<file path="config.mk">
export PLATFORM = sky130hd
export DESIGN_NAME = lpd_front
export DESIGN_NICKNAME = d
export VERILOG_FILES = /design/src/sv/lpd_pkg.sv /design/src/sv/lpd_front.sv
export SDC_FILE = /design/constraint.sdc
export NUM_CORES = 1
export LEC_CHECK = 0
export BUFFER_PORTS_ARGS = -buffer_cell sky130_fd_sc_hd__buf_4
export CAP_MARGIN = 20
export CORE_ASPECT_RATIO = 2
export CORE_UTILIZATION = 31
export CTS_CLUSTER_DIAMETER = 200
export DETAILED_ROUTE_END_ITERATION = 8
export GPL_ROUTABILITY_DRIVEN = 0
export GPL_TIMING_DRIVEN = 1
export PLACE_DENSITY = 0.58
export SYNTH_ARGS = -nofsm -noshare
export SYNTH_HDL_FRONTEND = slang
export SYNTH_SLANG_ARGS = --single-unit
</file>
<file path="constraint.sdc">
create_clock -name clk_i -period 1.1 [get_ports clk_i]
set_clock_uncertainty 0.2 [all_clocks]
set_input_delay 0.055 -clock clk_i [delete_from_list [all_inputs] [get_ports clk_i]]
set_output_delay 0.055 -clock clk_i [all_outputs]
set_load 0.01 [all_outputs]
</file>
<file path="src/sv/lpd_pkg.sv">
// Shared constants and width helpers for the Legendre evaluator.
package lpd_pkg;

  localparam int MAX_DEGREE = 63;
  localparam int FRAC_BITS  = 30;

  // port widths
  localparam int X_W      = 32;
  localparam int POLY_W   = 32;
  localparam int DERIV_W  = 42;
  localparam int DEGREE_W = 6;

  localparam logic [DEGREE_W-1:0] DEGREE_RST = DEGREE_W'(1);

  // P_j lies in [-1,1]: one integer bit plus sign
  function automatic int poly_w(input int frac_bits);
    return frac_bits + 2;
  endfunction

  // P'_j magnitude bound is N(N+1)/2
  function automatic int deriv_w(input int frac_bits, input int max_degree);
    return frac_bits + $clog2(max_degree * (max_degree + 1) / 2 + 1) + 1;
  endfunction

  function automatic int sel_w(input int max_degree);
    return $clog2(max_degree + 1);
  endfunction

endpackage

</file>
<file path="src/sv/lpd_front.sv">
// Entry stage: clamps the point, saturates the degree and seeds the recurrence.
module lpd_front #(
  parameter int MAX_DEGREE = lpd_pkg::MAX_DEGREE,
  parameter int FRAC_BITS  = lpd_pkg::FRAC_BITS
) (
  input  logic                                              clk_i,
  input  logic                                              rst_ni,
  input  logic                                              en_i,
  input  logic                                              valid_i,
  input  logic signed [lpd_pkg::X_W-1:0]                    x_point_i,
  input  logic        [lpd_pkg::DEGREE_W-1:0]               degree_i,
  output logic                                              valid_o,
  output logic        [lpd_pkg::sel_w(MAX_DEGREE)-1:0]      n_o,
  output logic signed [lpd_pkg::poly_w(FRAC_BITS)-1:0]      x_o,
  output logic signed [lpd_pkg::poly_w(FRAC_BITS)-1:0]      pp_o,
  output logic signed [lpd_pkg::poly_w(FRAC_BITS)-1:0]      pc_o,
  output logic signed [lpd_pkg::deriv_w(FRAC_BITS, MAX_DEGREE)-1:0] dpp_o,
  output logic signed [lpd_pkg::deriv_w(FRAC_BITS, MAX_DEGREE)-1:0] dpc_o
);

  localparam int PW  = lpd_pkg::poly_w(FRAC_BITS);
  localparam int DW  = lpd_pkg::deriv_w(FRAC_BITS, MAX_DEGREE);
  localparam int NBW = lpd_pkg::sel_w(MAX_DEGREE);
  localparam int XW  = ((lpd_pkg::X_W > PW) ? lpd_pkg::X_W : PW) + 1;
  localparam int DCW = (NBW > lpd_pkg::DEGREE_W) ? NBW : lpd_pkg::DEGREE_W;

  localparam logic signed [XW-1:0] ONE_X = {{(XW-FRAC_BITS-1){1'b0}}, 1'b1, {FRAC_BITS{1'b0}}};
  localparam logic signed [PW-1:0] ONE_P = {{(PW-FRAC_BITS-1){1'b0}}, 1'b1, {FRAC_BITS{1'b0}}};
  localparam logic signed [DW-1:0] ONE_D = {{(DW-FRAC_BITS-1){1'b0}}, 1'b1, {FRAC_BITS{1'b0}}};

  logic signed [XW-1:0] x_ext;
  logic signed [PW-1:0] x_clamped;
  logic        [DCW-1:0] deg_ext;
  logic        [NBW-1:0] n_sat;

  logic                  valid_q;
  logic        [NBW-1:0] n_q;
  logic signed [PW-1:0]  x_q, pc_q;
  logic signed [DW-1:0]  dpc_q;

  always_comb begin
    x_ext = XW'(x_point_i);
    if (x_ext > ONE_X) begin
      x_clamped = ONE_P;
    end else if (x_ext < -ONE_X) begin
      x_clamped = -ONE_P;
    end else begin
      x_clamped = PW'(x_ext);
    end
    deg_ext = DCW'(degree_i);
    if (deg_ext > DCW'(MAX_DEGREE)) begin
      n_sat = NBW'(MAX_DEGREE);
    end else begin
      n_sat = NBW'(deg_ext);
    end
  end

  always_ff @(posedge clk_i or negedge rst_ni) begin
    if (!rst_ni) begin
      valid_q <= 1'b0;
    end else if (en_i) begin
      valid_q <= valid_i;
    end
  end

  // degree zero seeds (1, 0) and no cell will touch it
  always_ff @(posedge clk_i) begin
    if (en_i) begin
      n_q <= n_sat;
      x_q <= x_clamped;
      if (n_sat == '0) begin
        pc_q  <= ONE_P;
        dpc_q <= '0;
      end else begin
        pc_q  <= x_clamped;
        dpc_q <= ONE_D;
      end
    end
  end

  assign valid_o = valid_q;
  assign n_o     = n_q;
  assign x_o     = x_q;
  assign pp_o    = ONE_P;
  assign pc_o    = pc_q;
  assign dpp_o   = '0;
  assign dpc_o   = dpc_q;

endmodule

</file>
==> results.md, run 1 <==
* Switching share of power at between 20 and 25%
* Global Route Usage Sum at between 10% and 20%
* Cell Area, Placed at roughly 4700 sq um
* Pin count of the biggest net entering global routing at 33
* I/O pin cnt at between 200 and 250
* Routed length per instance at roughly 14 um
* Hold Crit Class: in -> reg
* Synthesized flop and latch total at slightly above 70
* Worst R2R Setup Slack at about 0.14 ns
* Final setup fails at 88
* Number of diodes at 0
* First-iteration detailed-routing DRC count at between 70 and 80
* Slew Limit Fails at 0
* Die H at 160 um
* WP data arrival at 1.38 ns
* RSZ-0062 raised after global routing: yes
* Setup Crit Path Kind: in -> reg
* P&R area growth vs syn at 47.2%
* Worst setup margin at -0.304 ns
* Nets at between 500 and 600
* Site Rows at 57
* Vias in the first global route at 2450
* Clock sink count at 72
* Multi-input logic area at 1290 sq um
* Register area at approximately 2200 sq um
* Net switching power at ~0.0019 W
* Fill cells at roughly 1100
* Port buffer count at ~110
* Combinational power share at around a fifth
* Worst-path maximum fanout at 16
* Leakage at between 2 and 2.5 nW
* Reg power frac at between 40 and 50%
* Inserted Clock Buffers at 9
* Maxcap violations at 0
* DR pass1 iterations at 4
* Fin util at between 40% and 50%
* Mapped Cells at about 320
* Clock-pin slew on the worst setup and hold paths at around 0.050 ns
* Via count at 2550
* Ranking of synthesized cells by area: edfxtp_1, buf_4, nor3b_2
* Violated checks: negative hold slack, negative setup slack
* Peak VDD IR at approximately 0.76 mV
* Sequential fraction of the synthesis area at roughly 56%
* CTS H-tree depth at 3
* CORE AREA at 12100 sq um
* Residual DRC at 0
* Count of different cell masters after synthesis at 18
* Period utilization at 128%
* Initial antenna violation count at 0
* Final ANT Viol Nets at 0
* Total die area at 12900 sq um
* Hold_ws at -0.273 ns
* Critical path data required time at 1.07 ns
* Post-Syn Area at a little under 4000 sq um
* Clk root buf: clkbuf_16
* Starting Density at a little under a third
* Post-layout min period at 1.40 ns
* Maximum buffer depth of the clock tree at 2
* DP Wirelength at between 6000 and 7000 um
* Clk network pwr share at 35.9%
* Peak Freq at approximately 0.71 GHz
* Vias/cell at approximately 4
* Outcome: finished with violations
* Critical Path Sink Type: flop
* First-pass GRT wire length at ~13000 um
* Pre-CTS setup slack at -0.727 ns
* Startpoint types: input port
* Die X at 80.9 um
* Drt total wl at 8790 um
* Internal power at 0.00580 W
* Layout cell share with drive strength beyond 1 at between 40% and 50%
* Syn. warnings at 0
* Final Cell Area at between 5000 and 6000 sq um
* Pwr Density at about 1300 nW/um^2
* Cell taking the most area after synthesis: edfxtp_1
* Skew-Pair Late Insertion Delay at between 0.3 and 0.4 ns
* Final hold violation count at 14
* Syn_area_per_cell at between 10 and 15 sq um
* CTS tree: built
* GR Overflow Total at 0
* Post-synth top area share at 55.2%
synth_stat cells:
cell / number
nand2b_1: 2
nor3b_2: 30
clkbuf_1: 13
a21oi_1: 1
dfrtp_1: 1
buf_6: 4
mux2_2: 1
nand4_1: 2
inv_1: 1
nand2_1: 31
nor2_1: 32
o211a_1: 1
or2_2: 1
nor4_1: 8
buf_2: 3
conb_1: 2
buf_4: 115
edfxtp_1: 71
worst max-delay path, cell delays in order:
cell and delay (ns):
buf_8 0.10, nor4_4 0.30, buf_4 0.16, nand4_1 0.09
o211a_4 0.32, buf_12 0.17, nor3b_2 0.16
kinds of logic after synthesis:
group | count (synthesis) | synth area share, %
other | 2 | 0.195
AOI/OAI and AO/OA | 2 | 0.389
and+or+nand+nor | 106 | 18.0
muxes | 1 | 0.292
DFF | 72 | 55.9
buffers and inverters | 136 | 25.3
worst paths after layout:
kind	cells after the start	endpoint	from
worst max-delay path	7	pc_o[18]$_SDFFCE_PN0P_	x_point_i[16]
worst min-delay path	1	n_o[4]$_DFFE_PP_	degree_i[4]
worst max register to register	1	valid_o$_DFFE_PN0P_	valid_o$_DFFE_PN0P_
worst min register to register	1	valid_o$_DFFE_PN0P_	valid_o$_DFFE_PN0P_
max in group asynchronous	3	valid_o$_DFFE_PN0P_	rst_ni
min in group asynchronous	3	valid_o$_DFFE_PN0P_	rst_ni
flip-flops by register name (all words and copies together) (netlist names):
register,cells
pc_o,32
x_o,32
n_o,6
dpc_o,1
valid_o,1
repair_timing:
item                                   in CTS  in global routing
gates resized for setup                    56                 38
cloned                                      1                  0
endpoints found under the hold margin      62                 13
hold buffers                               33                  1
setup endpoints to repair                 118                135
buffers inserted                            0                  1
pin swaps                                   5                  1
power by group through the flow:
stage	clock network [W]	registers, W	logic (W)
floorplan	0	0.00354	0.000719
global placement	0	0.00342	0.00121
detailed placement	0	0.00342	0.00123
CTS	0.00282	0.00340	0.00144
global route	0.00293	0.00343	0.00161
finish	0.00275	0.00341	0.00150
metrics by stage:
step | cells | setup TNS, ns | power, W
CTS | 637 | -17.94 | 0.00766
floorplan | 432 | -15.51 | 0.00426
finish | 637 | -15.65 | 0.00766
detailed placement | 587 | -41.39 | 0.00466
global route | 637 | -20.43 | 0.00797
global placement | 587 | -40.71 | 0.00463
placed cells by master (no fill, tap or decap), drive strengths merged:
cell type / synthesis / layout
nand4: 2 / 2
nor2: 32 / 32
nor3b: 30 / 30
conb: 2 / 115
inv: 1 / 1
o211a: 1 / 1
nand2b: 2 / 2
a21oi: 1 / 1
buf: 122 / 144
mux2: 1 / 1
nand2: 31 / 31
nor4: 8 / 8
or2: 1 / 1
dlygate4sd3: 0 / 33
clkbuf: 13 / 11
bufinv: 0 / 1
clkinv: 0 / 4
edfxtp: 71 / 71
dfrtp: 1 / 1
area by class of cell:
class | count | area share, %
Clock inverter | 5 | 0.837
Sequential cell | 72 | 38.0
Multi-Input combinational cell | 224 | 22.7
Timing Repair Buffer | 177 | 31.1
Tap cell | 147 | 3.24
Inverter | 1 | 0.0661
Clock buffer | 11 | 4.10
metal layers:
layer  wire length (um)  part of all wire [%]  up-vias  global-route usage (%)
li1                   -                     -     1168                       -
met5                  0                     0        -                       0
met1               2690                    31     1208                    12.8
met2               5310                    60      159                    26.6
met4                253                   2.9        0                    7.71
met3                540                   6.1       15                    2.29
(Power assumes the default switching activity.)
==> inputs of run 2 (changes only) <==
--- a/config.mk
+++ b/config.mk
@@ -7,7 +7,7 @@
 export LEC_CHECK = 0
 export BUFFER_PORTS_ARGS = -buffer_cell sky130_fd_sc_hd__buf_4
 export CAP_MARGIN = 20
-export CORE_ASPECT_RATIO = 2
+export CORE_ASPECT_RATIO = 0.75
 export CORE_UTILIZATION = 31
 export CTS_CLUSTER_DIAMETER = 200
 export DETAILED_ROUTE_END_ITERATION = 8
==> results.md, run 2 (same netlist as run 1, synthesis figures left out) <==
* P&R area growth vs syn at 47.1% (about the same)
* Maxcap violations at 0 (unchanged)
* Cell Area, Placed at 4690 sq um (-0.19%)
* Setup Total Neg Slack at -13.61 ns (+2.03 ns)
* Die H at 98.6 um (-38%)
* CTS tree: built
* Slew Limit Fails at 0 (unchanged)
* Clock-pin slew on the worst setup and hold paths at 0.05 ns (about the same)
* Port buffer count at 113 (unchanged)
* Skew-Pair Late Insertion Delay at 0.33 ns (about the same)
* Nets at 528 (+0.19%)
* Most frequent cells in the layout: conb_1, edfxtp_1, buf_6
* Vias/cell at 3.89 (-2.7%)
* Violated checks: negative hold slack, negative setup slack
* Via count at 2543 (-0.27%)
* Setup Crit Path Kind: in -> reg
* RSZ-0062 raised after global routing: yes
* WP data arrival at 1.34 ns (-0.04 ns)
* Worst setup margin at -0.261 ns (+0.0438 ns)
* First-pass GRT wire length at 11900 um (-6.3%)
* Peak Freq at 0.735 GHz (+3.2%)
* Hold_ws at -0.170 ns (+0.104 ns)
* Starting Density at 32.5% (+0.68 points)
* Final hold violation count at 10 (-4)
* Peak VDD IR at 0.681 mV (-9.9%)
* Final setup fails at 102 (+16%)
* Pwr Density at 1350 nW/um^2 (+0.40%)
* Final ANT Viol Nets at 0 (unchanged)
* Leakage at 2.48 nW (-0.55%)
* Period utilization at 124% (-4.0 points)
* Site Rows at 34 (-40%)
* Die X at 131 um (+62%)
* Inserted Clock Buffers at 9 (unchanged)
* PnR Total Power at 0.00769 W (+0.31%)
* Residual DRC at 0 (unchanged)
* Fill cells at 1059 (-4.3%)
* CTS H-tree depth at 3 (unchanged)
* Critical path data required time at 1.08 ns (about the same)
* DP Wirelength at 5900 um (-6.1%)
* Pin count of the biggest net entering global routing at 25 (-24%)
* Commonest non-fill, non-tap cell in the layout: conb_1
* Worst-path maximum fanout at 16 (unchanged)
* Clock sink count at 72 (unchanged)
* Clk root buf: clkbuf_16
* DR pass1 iterations at 4 (unchanged)
* I/O pin cnt at 229 (unchanged)
* Maximum buffer depth of the clock tree at 2 (unchanged)
* Startpoint types: input port
* Routed length per instance at 12.7 um (-7.6%)
* Outcome: finished with violations
* Number of diodes at 0 (unchanged)
* Post-layout min period at 1.36 ns (-0.0438 ns)
* Vias in the first global route at 2341 (-4.4%)
* Global Route Usage Sum at 12.6% (-1.2 points)
* GR Overflow Total at 0 (unchanged)
* Layout cell share with drive strength beyond 1 at 40.7% (-2.1 points)
* Critical Path Sink Type: flop
* Total die area at 12900 sq um (-0.17%)
* Hold Crit Class: in -> reg
* CORE AREA at 11900 sq um (-2.1%)
* First-iteration detailed-routing DRC count at 72 (-7.7%)
* Final Cell Area at 5680 sq um (about the same)
* Drt total wl at 8320 um (-5.3%)
* Initial antenna violation count at 0 (unchanged)
-- run 2: cell types whose count changed in the layout (fill, tap and decap cells not counted), sizes merged --
cell and delta:
buf -3, dlygate4sd3 +4, clkinv -2, clkbuf -1, clkinvlp +3
-- run 2: power breakdown --
part	internal (W)	switching [W]
clock	0.00174	0.00107
sequential	0.00330	0.000114
combinational	0.000764	0.000707
total	0.00580	0.00189
-- run 2: path summary, 6_finish.rpt --
path                                              end  depth (start not counted)  slack (ns)                 from
worst max-delay path            pc_o[4]$_SDFFCE_PN0P_                          6       -0.26         x_point_i[1]
worst min-delay path                x_o[30]$_DFFE_PP_                          2       -0.17        x_point_i[30]
worst max register to register    valid_o$_DFFE_PN0P_                          1        0.14  valid_o$_DFFE_PN0P_
worst min register to register    valid_o$_DFFE_PN0P_                          1        0.34  valid_o$_DFFE_PN0P_
max in group asynchronous         valid_o$_DFFE_PN0P_                          3        0.23               rst_ni
min in group asynchronous         valid_o$_DFFE_PN0P_                          3        0.36               rst_ni
-- run 2: layout make-up --
cell class | instances | area, sq um | share of cell area [%]
clock buffer | 10 | 229 | 4.03
clock inverter | 6 | 60.1 | 1.06
inverter | 1 | 3.75 | 0.0661
multi-input combinational | 224 | 1270 | 22.3
sequential | 72 | 2160 | 38.0
tap | 162 | 203 | 3.57
timing repair buffer | 178 | 1760 | 31.0
-- run 2: worst max-delay path, stage by stage --
cell,delay (ns)
buf_6,0.10
nor4_4,0.30
nand4_1,0.21
o211a_4,0.33
buf_12,0.16
nor3b_2,0.16
-- run 2: metal layers --
layer | track usage [%] | share of wire [%] | up-vias
met2 | 20.2 | 50 | 135
met5 | 0 | 0 | -
li1 | - | - | 1172
met1 | 15.3 | 41 | 1225
met4 | 6.72 | 1.9 | 0
met3 | 3.53 | 7.3 | 11
-- run 2: what timing repair did --
action | 4_1_cts | 5_1_grt
buffers inserted | 0 | 0
gates resized for setup | 53 | 30
hold endpoints to repair | 65 | 12
hold buffers | 35 | 3
setup endpoints to repair | 131 | 134
pin swaps | 1 | 0
-- run 2: metrics by stage --
stage               hold WS (ns)  utilization, %  worst slack, ns  instances
floorplan                 -0.441               -           -0.276        432
global placement          -0.358            39.5           -0.699        600
detailed placement        -0.361            39.5           -0.699        600
CTS                       -0.299            46.6           -0.245        651
global route              -0.180            47.8           -0.305        653
finish                    -0.170            47.8           -0.261        653
