===== config.mk =====
export PLATFORM = sky130hd
export DESIGN_NAME = lpd_cell
export DESIGN_NICKNAME = d
export VERILOG_FILES = /design/src/sv/lpd_pkg.sv /design/src/sv/lpd_cell.sv
export SDC_FILE = /design/constraint.sdc
export NUM_CORES = 2
export LEC_CHECK = 0
export BUFFER_PORTS_ARGS = -buffer_cell sky130_fd_sc_hd__buf_2
export CORE_MARGIN = 3
export CORE_UTILIZATION = 55
export CTS_CLUSTER_DIAMETER = 40
export CTS_CLUSTER_SIZE = 40
export DETAILED_ROUTE_END_ITERATION = 10
export GPL_ROUTABILITY_DRIVEN = 0
export HOLD_SLACK_MARGIN = 0.15
export PLACE_DENSITY = 0.76
export REMOVE_ABC_BUFFERS = 1
export SLEW_MARGIN = 40
export SYNTH_ARGS = -nofsm -noshare
export SYNTH_HDL_FRONTEND = slang
export SYNTH_SLANG_ARGS = --single-unit

===== constraint.sdc =====
create_clock -name clk_i -period 7.7 [get_ports clk_i]
set_clock_uncertainty 0.2 [all_clocks]
set_input_delay 1.155 -clock clk_i [delete_from_list [all_inputs] [get_ports clk_i]]
set_output_delay 1.155 -clock clk_i [all_outputs]
set_load 0.03 [all_outputs]

===== src/sv/lpd_pkg.sv =====
// Shared constants and width helpers for the Legendre evaluator.
package lpd_pkg;

  localparam int MAX_DEGREE = 63;
  localparam int FRAC_BITS  = 30;

  // port widths
  localparam int X_W      = 32;
  localparam int POLY_W   = 32;
  localparam int DERIV_W  = 42;
  localparam int DEGREE_W = 6;

  localparam logic [DEGREE_W-1:0] DEGREE_RST = DEGREE_W'(1);

  // P_j lies in [-1,1]: one integer bit plus sign
  function automatic int poly_w(input int frac_bits);
    return frac_bits + 2;
  endfunction

  // P'_j magnitude bound is N(N+1)/2
  function automatic int deriv_w(input int frac_bits, input int max_degree);
    return frac_bits + $clog2(max_degree * (max_degree + 1) / 2 + 1) + 1;
  endfunction

  function automatic int sel_w(input int max_degree);
    return $clog2(max_degree + 1);
  endfunction

endpackage


===== src/sv/lpd_cell.sv =====
// One recurrence step j -> j+1, five register stages deep.
module lpd_cell #(
  parameter int J          = 1,
  parameter int MAX_DEGREE = lpd_pkg::MAX_DEGREE,
  parameter int FRAC_BITS  = lpd_pkg::FRAC_BITS
) (
  input  logic                                              clk_i,
  input  logic                                              rst_ni,
  input  logic                                              en_i,
  input  logic                                              valid_i,
  input  logic        [lpd_pkg::sel_w(MAX_DEGREE)-1:0]      n_i,
  input  logic signed [lpd_pkg::poly_w(FRAC_BITS)-1:0]      x_i,
  input  logic signed [lpd_pkg::poly_w(FRAC_BITS)-1:0]      pp_i,
  input  logic signed [lpd_pkg::poly_w(FRAC_BITS)-1:0]      pc_i,
  input  logic signed [lpd_pkg::deriv_w(FRAC_BITS, MAX_DEGREE)-1:0] dpp_i,
  input  logic signed [lpd_pkg::deriv_w(FRAC_BITS, MAX_DEGREE)-1:0] dpc_i,
  output logic                                              valid_o,
  output logic        [lpd_pkg::sel_w(MAX_DEGREE)-1:0]      n_o,
  output logic signed [lpd_pkg::poly_w(FRAC_BITS)-1:0]      x_o,
  output logic signed [lpd_pkg::poly_w(FRAC_BITS)-1:0]      pp_o,
  output logic signed [lpd_pkg::poly_w(FRAC_BITS)-1:0]      pc_o,
  output logic signed [lpd_pkg::deriv_w(FRAC_BITS, MAX_DEGREE)-1:0] dpp_o,
  output logic signed [lpd_pkg::deriv_w(FRAC_BITS, MAX_DEGREE)-1:0] dpc_o
);

  localparam int PW  = lpd_pkg::poly_w(FRAC_BITS);
  localparam int MW  = FRAC_BITS + 1;
  localparam int DW  = lpd_pkg::deriv_w(FRAC_BITS, MAX_DEGREE);
  localparam int DXW = DW + 2;
  localparam int NBW = lpd_pkg::sel_w(MAX_DEGREE);
  localparam int PRW = 2 * MW;
  // dividend |num| + d/2 stays below 3*MAX_DEGREE ones
  localparam int AW  = FRAC_BITS + $clog2(3 * MAX_DEGREE);
  localparam int NW  = AW + 1;
  localparam int AL  = AW / 2;
  localparam int AH  = AW - AL;
  localparam int SW  = 2 * AW;
  localparam int D   = J + 1;
  localparam int HALF_D = D / 2;
  localparam int DBW = $clog2(D + 1);
  localparam int QDW = AW + DBW;

  localparam longint unsigned RECIP = (64'd1 << AW) / D;
  localparam logic [AW-1:0] R     = AW'(RECIP);
  localparam logic [AH-1:0] R_H   = R[AW-1:AL];
  localparam logic [AL-1:0] R_L   = R[AL-1:0];

  localparam longint DLIM_L = longint'((J + 1) * (J + 2) / 2) << FRAC_BITS;
  localparam logic signed [DXW-1:0] DLIM  = DXW'(DLIM_L);
  localparam logic signed [DXW-1:0] C2_D  = DXW'(2 * J + 1);
  localparam logic signed [NW-1:0]  C2_N  = NW'(2 * J + 1);
  localparam logic signed [NW-1:0]  CJ_N  = NW'(J);
  localparam logic [MW-1:0]  ONE_M  = {1'b1, {FRAC_BITS{1'b0}}};
  localparam logic [AW-1:0]  ONE_A  = AW'(ONE_M);
  localparam logic [PRW-1:0] HALF_P = PRW'(1) << (FRAC_BITS - 1);

  // stage 1: x * P_j magnitude product
  logic                  s1_valid_q, s1_act_q, s1_neg_q;
  logic        [NBW-1:0] s1_n_q;
  logic signed [PW-1:0]  s1_x_q, s1_pp_q, s1_pc_q;
  logic signed [DW-1:0]  s1_dpp_q, s1_dpc_q;
  logic        [PRW-1:0] s1_prod_q;
  logic        [MW-1:0]  ua, ub;

  always_comb begin
    ua = x_i[PW-1]  ? MW'(-x_i)  : MW'(x_i);
    ub = pc_i[PW-1] ? MW'(-pc_i) : MW'(pc_i);
  end

  // stage 2: rounding, numerator and derivative update
  logic                  s2_valid_q, s2_act_q, s2_neg_q;
  logic        [NBW-1:0] s2_n_q;
  logic signed [PW-1:0]  s2_x_q, s2_pp_q, s2_pc_q;
  logic signed [DW-1:0]  s2_dpp_q, s2_dpc_q;
  logic        [AW-1:0]  s2_a_q;
  logic        [PRW-1:0] prod_rnd;
  logic        [MW-1:0]  t_mag;
  logic signed [PW-1:0]  t_val;
  logic signed [NW-1:0]  num;
  logic        [AW-1:0]  a_val;
  logic signed [DXW-1:0] dsum, dclamp;

  always_comb begin
    prod_rnd = s1_prod_q + HALF_P;
    t_mag    = MW'(prod_rnd >> FRAC_BITS);
    t_val    = s1_neg_q ? -$signed(PW'(t_mag)) : $signed(PW'(t_mag));
    num      = C2_N * NW'(t_val) - CJ_N * NW'(s1_pp_q);
    a_val    = (num[NW-1] ? AW'(-num) : AW'(num)) + AW'(HALF_D);
    dsum     = C2_D * DXW'(s1_pc_q) + DXW'(s1_dpp_q);
    if (dsum > DLIM) begin
      dclamp = DLIM;
    end else if (dsum < -DLIM) begin
      dclamp = -DLIM;
    end else begin
      dclamp = dsum;
    end
  end

  // stage 3: reciprocal partial products
  logic                  s3_valid_q, s3_act_q, s3_neg_q;
  logic        [NBW-1:0] s3_n_q;
  logic signed [PW-1:0]  s3_x_q, s3_pp_q, s3_pc_q;
  logic signed [DW-1:0]  s3_dpp_q, s3_dpc_q;
  logic        [AW-1:0]  s3_a_q;
  logic      [2*AH-1:0]  s3_hh_q;
  logic        [AW-1:0]  s3_hl_q, s3_lh_q;
  logic      [2*AL-1:0]  s3_ll_q;

  // stage 4: quotient estimate, low by at most one
  logic                  s4_valid_q, s4_act_q, s4_neg_q;
  logic        [NBW-1:0] s4_n_q;
  logic signed [PW-1:0]  s4_x_q, s4_pp_q, s4_pc_q;
  logic signed [DW-1:0]  s4_dpp_q, s4_dpc_q;
  logic        [AW-1:0]  s4_a_q, s4_q0_q;
  logic        [SW-1:0]  qsum;

  always_comb begin
    qsum = (SW'(s3_hh_q) << (2 * AL)) + (SW'(s3_hl_q) << AL) + (SW'(s3_lh_q) << AL)
         + SW'(s3_ll_q);
  end

  // stage 5: correction, clamp, sign
  logic                  s5_valid_q;
  logic        [NBW-1:0] s5_n_q;
  logic signed [PW-1:0]  s5_x_q, s5_pp_q, s5_pc_q;
  logic signed [DW-1:0]  s5_dpp_q, s5_dpc_q;
  logic        [QDW-1:0] qd;
  logic        [AW-1:0]  rem, q_fix, q_sat;
  logic signed [PW-1:0]  p_next;

  always_comb begin
    qd     = QDW'(s4_q0_q) * QDW'(D);
    rem    = s4_a_q - AW'(qd);
    q_fix  = (rem >= AW'(D)) ? s4_q0_q + AW'(1) : s4_q0_q;
    q_sat  = (q_fix > ONE_A) ? ONE_A : q_fix;
    p_next = s4_neg_q ? -$signed(PW'(q_sat)) : $signed(PW'(q_sat));
  end

  always_ff @(posedge clk_i or negedge rst_ni) begin
    if (!rst_ni) begin
      s1_valid_q <= 1'b0;
      s2_valid_q <= 1'b0;
      s3_valid_q <= 1'b0;
      s4_valid_q <= 1'b0;
      s5_valid_q <= 1'b0;
    end else if (en_i) begin
      s1_valid_q <= valid_i;
      s2_valid_q <= s1_valid_q;
      s3_valid_q <= s2_valid_q;
      s4_valid_q <= s3_valid_q;
      s5_valid_q <= s4_valid_q;
    end
  end

  always_ff @(posedge clk_i) begin
    if (en_i) begin
      s1_act_q  <= (n_i > NBW'(J));
      s1_neg_q  <= x_i[PW-1] ^ pc_i[PW-1];
      s1_n_q    <= n_i;
      s1_x_q    <= x_i;
      s1_pp_q   <= pp_i;
      s1_pc_q   <= pc_i;
      s1_dpp_q  <= dpp_i;
      s1_dpc_q  <= dpc_i;
      s1_prod_q <= PRW'(ua) * PRW'(ub);

      // history moves up here already when the step is live
      s2_act_q <= s1_act_q;
      s2_neg_q <= num[NW-1];
      s2_n_q   <= s1_n_q;
      s2_x_q   <= s1_x_q;
      s2_pp_q  <= s1_act_q ? s1_pc_q : s1_pp_q;
      s2_pc_q  <= s1_pc_q;
      s2_dpp_q <= s1_act_q ? s1_dpc_q : s1_dpp_q;
      s2_dpc_q <= s1_act_q ? DW'(dclamp) : s1_dpc_q;
      s2_a_q   <= a_val;

      s3_act_q <= s2_act_q;
      s3_neg_q <= s2_neg_q;
      s3_n_q   <= s2_n_q;
      s3_x_q   <= s2_x_q;
      s3_pp_q  <= s2_pp_q;
      s3_pc_q  <= s2_pc_q;
      s3_dpp_q <= s2_dpp_q;
      s3_dpc_q <= s2_dpc_q;
      s3_a_q   <= s2_a_q;
      s3_hh_q  <= (2*AH)'(s2_a_q[AW-1:AL]) * (2*AH)'(R_H);
      s3_hl_q  <= AW'(s2_a_q[AW-1:AL]) * AW'(R_L);
      s3_lh_q  <= AW'(s2_a_q[AL-1:0]) * AW'(R_H);
      s3_ll_q  <= (2*AL)'(s2_a_q[AL-1:0]) * (2*AL)'(R_L);

      s4_act_q <= s3_act_q;
      s4_neg_q <= s3_neg_q;
      s4_n_q   <= s3_n_q;
      s4_x_q   <= s3_x_q;
      s4_pp_q  <= s3_pp_q;
      s4_pc_q  <= s3_pc_q;
      s4_dpp_q <= s3_dpp_q;
      s4_dpc_q <= s3_dpc_q;
      s4_a_q   <= s3_a_q;
      s4_q0_q  <= AW'(qsum >> AW);

      s5_n_q   <= s4_n_q;
      s5_x_q   <= s4_x_q;
      s5_pp_q  <= s4_pp_q;
      s5_pc_q  <= s4_act_q ? p_next : s4_pc_q;
      s5_dpp_q <= s4_dpp_q;
      s5_dpc_q <= s4_dpc_q;
    end
  end

  assign valid_o = s5_valid_q;
  assign n_o     = s5_n_q;
  assign x_o     = s5_x_q;
  assign pp_o    = s5_pp_q;
  assign pc_o    = s5_pc_q;
  assign dpp_o   = s5_dpp_q;
  assign dpc_o   = s5_dpc_q;

endmodule


==> results.toml <==
[yosys]
yosysSeqAreaShare = 0.421
yosysWarningCount = 0
syn_area_mm2 = 0.0774
synth-edff-count = 1081
synthFlopType = "edfxtp_1"
syn-instance-count = 6795
ys_seq_elements = 1086
synthArstFlopShare = 0.00460
postSynthAreaPerCell_um2 = 11.4
yosysUniqueCellTypes = 104

[placement]
dp_hpwl_mm = 177
io_buffers = 376

[critical_path]
cpMaxStageDelayCell = "or4_4"
crit_path_frequent_cell = "fa_1"
crit_path_end_kind = "flip-flop"
start_kind = "input pin"
reg2reg_depth = 30
cp.arrival_ns = 10.76
path_max_fanout = 6
cpPeakStageDelay_ns = 0.57
path_class = "in -> reg"
required_ns = 7.95

[die]
coreArea_mm2 = 0.139
rows = 136
io-pin-count = 377
initial_utilization = 0.558
dieArea_mm2 = 0.145
die_w_um = 381
die_h_um = 381

[global_routing]
antenna_found_initial = 19
grt_pass1_vias = 58700
grt_usage = 0.316
overflow = 0
grt_pass1_wl_mm = 343
grt_max_degree = 155

[timing]
fin_hold_ws_ns = 0.165
finalSetupViolations = 32
worstMarginPinSlew_ns = 1.25
drv_slew = 0
slew_headroom = 0.162
hold_viol_final = 0
rsz0062_at_grt = "true"
post-route-period-util = 1.37
fin_ws_ns = -2.81
period_needed_ns = 10.51
fmax_ghz = 0.0951
tns_ns = -81.32

[clock_tree]
cts_max_level = 3
cts_root_buf = "clkbuf_16"
tritoncts = "yes"
numCtsBuffers = 120
cts_sinks = 1086
clockBufferDepth = 3
clkTransAtPathRegs_ns = 0.07
clock_latency_ns = 0.78

[run_status]
outcome = "finished, violations left"
violations = "setup timing"

[cells_and_area]
nets = 9432
syn_to_final_growth_pct = 22.7
drive_above_1_share = 0.231

[route]
wl_mm = 233
dr.pass1.iters = 11
routedWlPerCell_um = 23.4
num_vias = 56900
drtIter0Drc = 6296
route.met3.wl_mm = 28.2
drc = 0
top_layer_used = "met5"
dr_wl_met2_mm = 106
m1WireLength_mm = 77.0
via_per_inst = 5.73
ant_nets = 0

[min_path]
hold_class = "reg -> reg"
min_path_cells = 0

[run]
cap_violations = 0
## metrics by stage
stage	cell area (µm²)	utilization	setup slack, ns	std cells
3_3_place_gp	87300	0.630	-3.99	9565
5_1_grt	94900	0.685	-2.97	9909
4_1_cts	93300	0.673	-2.50	9844
2_1_floorplan	76400	-	-3.51	6550
3_5_place_dp	87400	0.631	-4.08	9567
6_report	94900	0.685	-2.81	9926
## Yosys cell counts (24+ instances only)
cell type / number / area share
inv_1: 1269 / 0.062
edfxtp_1: 1081 / 0.42
fa_1: 898 / 0.23
nand2_1: 822 / 0.040
nor2_1: 509 / 0.025
ha_1: 406 / 0.066
clkbuf_1: 225 / 0.011
o21ai_0: 198 / 0.013
xnor2_1: 198 / 0.022
xor2_1: 137 / 0.016
a21oi_1: 136 / 0.0088
nand3_1: 83 / 0.0054
a21o_1: 71 / 0.0069
nor3_1: 63 / 0.0041
nand4_1: 46 / 0.0037
nor4_1: 42 / 0.0034
o21a_1: 37 / 0.0036
and2_1: 35 / 0.0028
o22ai_1: 35 / 0.0028
nand2b_1: 32 / 0.0026
a31oi_1: 28 / 0.0023
o31ai_1: 26 / 0.0025
a211oi_1: 25 / 0.0024
nor2b_1: 25 / 0.0020
o211ai_1: 25 / 0.0024
or3_1: 24 / 0.0019
## kinds of logic after synthesis
kind of cell / count (synthesis) / share of synthesized area
simple gates: 1793 / 0.102
buf+inv: 1518 / 0.0743
fa+ha+maj: 1304 / 0.298
flops: 1086 / 0.421
compound gates: 725 / 0.0611
xor+xnor: 338 / 0.0386
mux: 30 / 0.00425
other cells: 1 / 0.0000485
## critical path, delay by kind of cell
kind            cells  cell delay (ns)
compound gates     12             2.37
xor+xnor            2             0.16
fa+ha+maj           9             4.23
buf+inv             5             0.78
simple gates        7             2.03
## path summary, 6_finish.rpt
check / from / endpoint / slack (ns)
max in group asynchronous: rst_ni / s2_valid_q / 6.62
max reg2reg: s1_prod_q[42] / s2_a_q[34] / 0.15
min: s3_pc_q[26] / s4_pc_q[26] / 0.16
min reg2reg: s3_pc_q[26] / s4_pc_q[26] / 0.16
min in group asynchronous: rst_ni / s4_valid_q / 0.54
max: pc_i[6] / s1_prod_q[56] / -2.81
## registers in the layout (all words and copies together) (netlist names), 36 cells and up
name / cells
s4_dpp_q: 42
s2_dpc_q: 42
s1_dpc_q: 42
s2_a_q: 37
s3_a_q: 37
s3_dpc_q: 42
dpp_o: 42
s4_dpc_q: 42
s1_dpp_q: 42
s4_a_q: 36
s3_dpp_q: 42
dpc_o: 42
s2_dpp_q: 42
## cells in the final DEF, fill, tap and decap left out, drive strengths merged, types with 136 or more instances in the layout
master / count
nand2: 822
o21ai: 204
a21oi: 136
xor2: 138
ha: 406
nor2: 511
edfxtp: 1081
buf: 1263
fa: 898
inv: 1309
xnor2: 200
## layer usage
metal  up-vias  track usage
met3      1253        0.107
met4        16        0.221
li1      24500            -
met2      3577        0.500
met1     27600        0.360
met5         -       0.0129
## layout make-up
class,count,area (µm²)
Antenna cell,21,52.6
Clock buffer,124,3020
Clock inverter,102,1370
Fill cell,9355,43600
Inverter,1272,4770
Multi-Input combinational cell,4192,40900
Sequential cell,1086,32600
Tap cell,1863,2330
Timing Repair Buffer,1266,9900
## timing repair
item | 4_1_cts | 5_1_grt
endpoints found under the hold margin | 5 | 0
resized for setup | 221 | 260
hold buffers | 1 | 0
setup endpoints to repair | 43 | 59
cloned | 2 | 1
pin swaps | 156 | 142
setup buffers | 64 | 67
Power is not shown: default switching activity piles up to over one toggle a cycle in this logic, so the estimate is an artifact.
